`src/rtl/core/fba_pkg.sv`:
```
// Shared constants and types of the fader block averager.
`default_nettype none

package fba_pkg;

  localparam int SAMPLE_W = 12;
  localparam int PCT_W = 7;
  localparam int MAX_CH = 4;

  localparam int DEF_SAMPLES_PER_BLOCK = 16;
  localparam int DEF_CHANNELS = 4;

  // Division by 41 as a multiply by 3197 and a shift by 17; exact below 26214.
  localparam int PCT_RECIP_W = 12;
  localparam logic [PCT_RECIP_W-1:0] PCT_RECIP = 12'd3197;
  localparam int PCT_SHIFT = 17;

  typedef struct packed {
    logic en1;
    logic en2;
    logic en3;
    logic en_out;
    logic commit;
  } pipe_en_t;

endpackage

`default_nettype wire

```
`src/rtl/core/fba_avg_pct.sv`:
```
// Per-channel pipeline from a block sum to its average, percent and change bit.
`default_nettype none

module fba_avg_pct #(
  parameter int SAMPLES_PER_BLOCK = fba_pkg::DEF_SAMPLES_PER_BLOCK,
  parameter int SUM_W = fba_pkg::SAMPLE_W + $clog2(fba_pkg::DEF_SAMPLES_PER_BLOCK)
) (
  input  wire                              clk_i,
  input  wire                              rst_ni,
  input  fba_pkg::pipe_en_t                en_i,
  input  wire  [SUM_W-1:0]                 sum_i,
  output logic [fba_pkg::SAMPLE_W-1:0]     avg_o,
  output logic [fba_pkg::PCT_W-1:0]        pct_o,
  output logic                             diff_o
);

  localparam int SW = fba_pkg::SAMPLE_W;
  localparam int PW = fba_pkg::PCT_W;
  localparam int PROD_W = 2 * SUM_W + 1;
  localparam logic [SUM_W:0] RECIP = (SUM_W + 1)'((64'd1 << SUM_W) / SAMPLES_PER_BLOCK);
  localparam logic [SUM_W-1:0] BLOCK = SUM_W'(SAMPLES_PER_BLOCK);
  localparam int PPROD_W = SW + fba_pkg::PCT_RECIP_W;

  logic [SUM_W-1:0] s1_sum_q;
  logic [SUM_W-1:0] s2_sum_q;
  logic [SW-1:0]    s2_qest_q;
  logic [SW-1:0]    s3_avg_q;
  logic [SW-1:0]    avg_q;
  logic [PW-1:0]    pct_q;
  logic             diff_q;
  logic [PW-1:0]    prev_q;

  logic [PROD_W-1:0]  qprod;
  logic [SW-1:0]      qest_d;
  logic [SUM_W-1:0]   back;
  logic [SUM_W-1:0]   rem;
  logic [SW-1:0]      avg_d;
  logic [PPROD_W-1:0] pprod;
  logic [PW-1:0]      pct_d;

  assign qprod  = PROD_W'(s1_sum_q) * PROD_W'(RECIP);
  assign qest_d = qprod[SUM_W +: SW];

  assign back  = SUM_W'(SUM_W'(s2_qest_q) * BLOCK);
  assign rem   = s2_sum_q - back;
  assign avg_d = s2_qest_q + SW'(rem >= BLOCK);

  assign pprod = PPROD_W'(s3_avg_q) * PPROD_W'(fba_pkg::PCT_RECIP);
  assign pct_d = pprod[fba_pkg::PCT_SHIFT +: PW];

  always_ff @(posedge clk_i) begin
    if (en_i.en1) begin
      s1_sum_q <= sum_i;
    end
    if (en_i.en2) begin
      s2_sum_q  <= s1_sum_q;
      s2_qest_q <= qest_d;
    end
    if (en_i.en3) begin
      s3_avg_q <= avg_d;
    end
    if (en_i.en_out) begin
      avg_q  <= s3_avg_q;
      pct_q  <= pct_d;
      diff_q <= (pct_d != prev_q);
    end
  end

  always_ff @(posedge clk_i or negedge rst_ni) begin
    if (!rst_ni) begin
      prev_q <= '0;
    end else if (en_i.commit) begin
      prev_q <= pct_d;
    end
  end

  assign avg_o  = avg_q;
  assign pct_o  = pct_q;
  assign diff_o = diff_q;

endmodule

`default_nettype wire

```
`src/rtl/core/fader_block_averager.sv`:
```
// Top level: four-channel fader block averager with percent output and change flag.
// Throughput is one scan request per cycle while in_ready_o is high; the accumulators add
// only accepted scans. The result of a block passes in order through the sum capture, the
// reciprocal multiply, its correction and the percent multiply registers before it is valid.
// Reset clears the accumulators, the scan counter, the stored percents and all valid bits.
`default_nettype none

module fader_block_averager #(
  parameter int SAMPLES_PER_BLOCK = fba_pkg::DEF_SAMPLES_PER_BLOCK,
  parameter int CHANNELS = fba_pkg::DEF_CHANNELS
) (
  input  wire                              clk_i,
  input  wire                              rst_ni,
  input  wire                              in_valid_i,
  output logic                             in_ready_o,
  input  wire  [fba_pkg::SAMPLE_W-1:0]     sample_ch0_i,
  input  wire  [fba_pkg::SAMPLE_W-1:0]     sample_ch1_i,
  input  wire  [fba_pkg::SAMPLE_W-1:0]     sample_ch2_i,
  input  wire  [fba_pkg::SAMPLE_W-1:0]     sample_ch3_i,
  output logic                             out_valid_o,
  input  wire                              out_ready_i,
  output logic [fba_pkg::SAMPLE_W-1:0]     average_ch0_o,
  output logic [fba_pkg::SAMPLE_W-1:0]     average_ch1_o,
  output logic [fba_pkg::SAMPLE_W-1:0]     average_ch2_o,
  output logic [fba_pkg::SAMPLE_W-1:0]     average_ch3_o,
  output logic [fba_pkg::PCT_W-1:0]        percent_ch0_o,
  output logic [fba_pkg::PCT_W-1:0]        percent_ch1_o,
  output logic [fba_pkg::PCT_W-1:0]        percent_ch2_o,
  output logic [fba_pkg::PCT_W-1:0]        percent_ch3_o,
  output logic                             settings_changed_o
);

  localparam int SW = fba_pkg::SAMPLE_W;
  localparam int NCH = fba_pkg::MAX_CH;
  localparam int SUM_W = SW + $clog2(SAMPLES_PER_BLOCK);
  localparam int CNT_W = (SAMPLES_PER_BLOCK > 1) ? $clog2(SAMPLES_PER_BLOCK) : 1;
  localparam logic [CNT_W-1:0] LAST_CNT = CNT_W'(SAMPLES_PER_BLOCK - 1);

  logic [SW-1:0]    sample_in [NCH];
  logic [SW-1:0]    sample_act [NCH];
  logic [SUM_W-1:0] acc_q [NCH];
  logic [SUM_W-1:0] acc_sum [NCH];
  logic [SW-1:0]    avg [NCH];
  logic [fba_pkg::PCT_W-1:0] pct [NCH];
  logic [NCH-1:0]   diff;

  logic [CNT_W-1:0] cnt_q;
  logic             v1_q, v2_q, v3_q, vout_q;
  logic             accept, last;
  fba_pkg::pipe_en_t en;

  assign sample_in[0] = sample_ch0_i;
  assign sample_in[1] = sample_ch1_i;
  assign sample_in[2] = sample_ch2_i;
  assign sample_in[3] = sample_ch3_i;

  always_comb begin
    en.en_out = !vout_q || out_ready_i;
    en.en3    = !v3_q || en.en_out;
    en.en2    = !v2_q || en.en3;
    en.en1    = !v1_q || en.en2;
    en.commit = en.en_out && v3_q;
  end

  assign in_ready_o = en.en1;
  assign accept     = in_valid_i && in_ready_o;
  assign last       = (cnt_q == LAST_CNT);

  always_ff @(posedge clk_i or negedge rst_ni) begin
    if (!rst_ni) begin
      cnt_q  <= '0;
      v1_q   <= 1'b0;
      v2_q   <= 1'b0;
      v3_q   <= 1'b0;
      vout_q <= 1'b0;
    end else begin
      if (accept) begin
        cnt_q <= last ? '0 : cnt_q + CNT_W'(1);
      end
      if (en.en1) begin
        v1_q <= accept && last;
      end
      if (en.en2) begin
        v2_q <= v1_q;
      end
      if (en.en3) begin
        v3_q <= v2_q;
      end
      if (en.en_out) begin
        vout_q <= v3_q;
      end
    end
  end

  for (genvar ch = 0; ch < NCH; ch++) begin : g_ch
    assign sample_act[ch] = (ch < CHANNELS) ? sample_in[ch] : '0;
    assign acc_sum[ch]    = acc_q[ch] + SUM_W'(sample_act[ch]);

    always_ff @(posedge clk_i or negedge rst_ni) begin
      if (!rst_ni) begin
        acc_q[ch] <= '0;
      end else if (accept) begin
        acc_q[ch] <= last ? '0 : acc_sum[ch];
      end
    end

    fba_avg_pct #(
      .SAMPLES_PER_BLOCK (SAMPLES_PER_BLOCK),
      .SUM_W             (SUM_W)
    ) u_avg_pct (
      .clk_i  (clk_i),
      .rst_ni (rst_ni),
      .en_i   (en),
      .sum_i  (acc_sum[ch]),
      .avg_o  (avg[ch]),
      .pct_o  (pct[ch]),
      .diff_o (diff[ch])
    );
  end

  assign out_valid_o        = vout_q;
  assign average_ch0_o      = avg[0];
  assign average_ch1_o      = avg[1];
  assign average_ch2_o      = avg[2];
  assign average_ch3_o      = avg[3];
  assign percent_ch0_o      = pct[0];
  assign percent_ch1_o      = pct[1];
  assign percent_ch2_o      = pct[2];
  assign percent_ch3_o      = pct[3];
  assign settings_changed_o = |diff;

endmodule

`default_nettype wire
```
`config.mk`:
```
export PLATFORM = sky130hd
export DESIGN_NAME = fader_block_averager
export DESIGN_NICKNAME = d
export VERILOG_FILES = /design/src/rtl/core/fba_pkg.sv /design/src/rtl/core/fba_avg_pct.sv /design/src/rtl/core/fader_block_averager.sv
export SDC_FILE = /design/constraint.sdc
export NUM_CORES = 1
export LEC_CHECK = 0
export BUFFER_PORTS_ARGS = -buffer_cell sky130_fd_sc_hd__buf_2
export CORE_UTILIZATION = 69
export CTS_BUF_LIST = sky130_fd_sc_hd__clkbuf_8
export CTS_CLUSTER_DIAMETER = 100
export DETAILED_ROUTE_END_ITERATION = 8
export PLACE_DENSITY = 0.89
export SYNTH_ARGS = -nofsm -noshare
export SYNTH_HDL_FRONTEND = slang
export SYNTH_SLANG_ARGS = --single-unit
export TNS_END_PERCENT = 50
```
`constraint.sdc`:
```
create_clock -name clk_i -period 15.2 [get_ports clk_i]
set_input_delay 0.76 -clock clk_i [delete_from_list [all_inputs] [get_ports clk_i]]
set_output_delay 0.76 -clock clk_i [all_outputs]
set_load 0.1 [all_outputs]
```
==> results.cfg <==
[sta]
drv_slew = 0
period_share = 0.393
fin_crit_ns = 5.98
slew_headroom = 0.194
tightest_slew_ns = 1.21
holdWs_ns = 0.261
fin_ws_ns = 9.22
fmax_mhz = 167
setup_tns_ns = 0
setup_viol = 0
fin_skew_ns = 0.0320
finalHoldViolations = 0
rsz0062_at_grt = no

[clock_tree]
path_clk_slew_ns = 0.07
ctsHoldBuffers = 0
htreeDepth = 2
clockBufferDepth = 3
cts_tree = yes
root_buffer = clkbuf_8
worstSkewPairLatency_ns = 0.63
cts_resized = 0
postCtsSetupBuffers = 0
cts_inserted_buffers = 53
cts_sinks = 324

[die]
core.rowCount = 68
io_pins = 131
die_w_um = 191
start_util = 0.709
die_y_um = 191
design.die.area_um2 = 36600
core_area_um2 = 34900

[yosys]
async_reset_ff_frac = 0.309
avgSynthCellArea_um2 = 11.9
ys_ff_latch = 324
yosys-top-cells-area = edfxtp_1, ha_1, fa_1
synth_top_cell_by_area = edfxtp_1
syn-cell-area_um2 = 24700
yosys.cell_types.count = 73
synth_flop_cell = edfxtp_1
syn_nets = 2731
synth-edff-count = 224
synth_warnings = 0
yosysSeqAreaShare = 0.373
yosys.area.top_type_share = 0.272
syn_inst = 2074

[global_routing]
grt_pass1_wl_um = 84500
grt.total_usage = 0.294
antenna_found_initial = 13
grt_max_degree = 82
grt_pass1_vias = 17700
grt.overflow.total = 0

[placement]
pre_cts_ws_ns = 9.30
hpwlAfterDp_um = 38100
gp_congestion = 0.894
portBuffers = 130

[cells_and_area]
drive_gt1_frac = 0.115
final_nets = 2899
syn_to_final_growth_pct = 9.46

[worst_setup_path]
slowest_stage = edfxtp_1
slowest_delay_ns = 0.57
worstSetupPathType = reg -> reg
worstSetupStartpoint = g_ch[0].u_avg_pct.s3_avg_q[4]
crit_path_cell_trace = ha_1 -> inv_1 -> fa_1 -> inv_1 -> fa_1 -> inv_1 -> fa_1 -> fa_1 -> inv_1 -> ha_1 -> nand4_1 -> o41ai_1 -> a31oi_1 -> o21ai_1 -> a31o_2 -> mux2_1 -> nor3_1 -> nand4_1
cp-start-kind = register
cp.arrival_ns = 6.31
worstPathMaxFanout = 7
critical_path.endpoint_type = register
crit_required_ns = 15.53
reg2reg_depth = 18
r2r-start = g_ch[0].u_avg_pct.s3_avg_q[4]

[job]
cap_violations = 0

[drt]
avgRoutedWirePerCell_um = 18.5
viasPerCell = 5.82
dr.pass1.iters = 7
drc = 0
drt-initial-drc-count = 829
ant_nets = 0
vias = 16000
totalWireLength_um = 50900

[outcome]
status = complete, no violations

[worst_hold_path]
hold_class = in -> async
==> final timing paths <==
check / endpoint / slack (ns)
setup / recovery: g_ch[0].u_avg_pct.diff_o / 9.22
hold / removal: out_valid_o / 0.26
setup reg to reg: g_ch[0].u_avg_pct.diff_o / 9.22
hold reg to reg: g_ch[3].u_avg_pct.s2_sum_q[6] / 0.40
max in group asynchronous: acc_q[48] / 13.75
min in group clk_i: g_ch[3].u_avg_pct.s2_sum_q[6] / 0.40
==> metal layers <==
metal,GRT usage,vias up,routed length (um)
li1,-,7476,-
met1,0.362,7873,20800
met2,0.503,477,25200
met3,0.0598,145,3120
met4,0.125,10,1720
met5,0,-,70
==> logic make-up (layout without fill, tap and decap cells) <==
| group | count (synthesis) | count (layout) | synth area share |
|---|---|---|---|
| buf+inv | 433 | 645 | 0.0657 |
| fa+ha+maj | 605 | 605 | 0.368 |
| other cells | 0 | 7 | 0 |
| simple gates | 265 | 265 | 0.0541 |
| compound gates | 305 | 305 | 0.0861 |
| mux | 29 | 29 | 0.0131 |
| flops | 324 | 324 | 0.373 |
| xor+xnor | 113 | 113 | 0.0403 |
==> final cells by class <==
cell class | instances | area, um^2
Clock inverter | 40 | 314
Multi-Input combinational cell | 1317 | 13900
Antenna cell | 7 | 17.5
Sequential cell | 324 | 9230
Tap cell | 455 | 569
Inverter | 409 | 1540
Fill cell | 2116 | 7790
Timing Repair Buffer | 137 | 706
Clock buffer | 59 | 812
==> stage by stage <==
step | instance area (um^2) | utilization | instances
floorplan | 24700 | - | 2074
global placement | 25900 | 0.744 | 2642
detailed placement | 25900 | 0.744 | 2642
CTS | 27100 | 0.776 | 2741
global route | 27100 | 0.776 | 2744
finish | 27100 | 0.777 | 2748
==> synth_stat cells (all sizes together), types with 12 or more instances <==
cell type	n
a21o	41
a21oi	72
edfxtp	224
mux2	27
clkbuf	22
nor2	52
o21ai	50
and3	12
nand3	24
a22o	33
fa	204
xor2	39
or3	18
nand2	64
dfrtp	100
xnor2	74
ha	401
nor3	20
o31ai	14
inv	409
and2	17
nand2b	13
==> placed cells by master, fill, tap and decap left out, types with 11 or more instances in the layout <==
cell,Yosys,routed
inv_1,409,417
ha_1,401,401
edfxtp_1,224,224
fa_1,204,204
buf_2,1,129
dfrtp_1,100,100
xnor2_1,73,73
a21oi_1,72,72
nand2_1,64,62
clkbuf_8,0,59
nor2_1,52,51
a21o_1,40,40
o21ai_0,40,40
xor2_1,39,39
a22o_1,33,33
mux2_2,25,25
nand3_1,23,22
nor3_1,20,20
or3_1,18,18
and2_1,17,17
o31ai_1,13,13
nand2b_1,13,13
and3_1,12,12
clkinv_1,0,12
o21a_1,11,11
nand4_1,11,11
nor2b_1,11,11
==> critical path, delay by kind of cell, from the launching register on <==
kind | cells | cell delay (ns)
simple gates | 3 | 0.63
mux | 1 | 0.34
flops | 1 | 0.57
compound gates | 4 | 1.16
buf+inv | 4 | 0.22
fa+ha+maj | 6 | 2.78
==> flip-flops by register name, summed over array words and instances, names as in the netlist <==
name,flops
acc_q,64
g_ch.u_avg_pct.avg_o,48
g_ch.u_avg_pct.s1_sum_q,48
g_ch.u_avg_pct.s3_avg_q,48
g_ch.u_avg_pct.s2_qest_q,36
g_ch.u_avg_pct.pct_o,28
g_ch.u_avg_pct.prev_q,28
g_ch.u_avg_pct.s2_sum_q,12
cnt_q,4
g_ch.u_avg_pct.diff_o,4
out_valid_o,1
v1_q,1
v2_q,1
v3_q,1
Power is not shown: default switching activity piles up to over one toggle a cycle in this logic, so the estimate is an artifact.
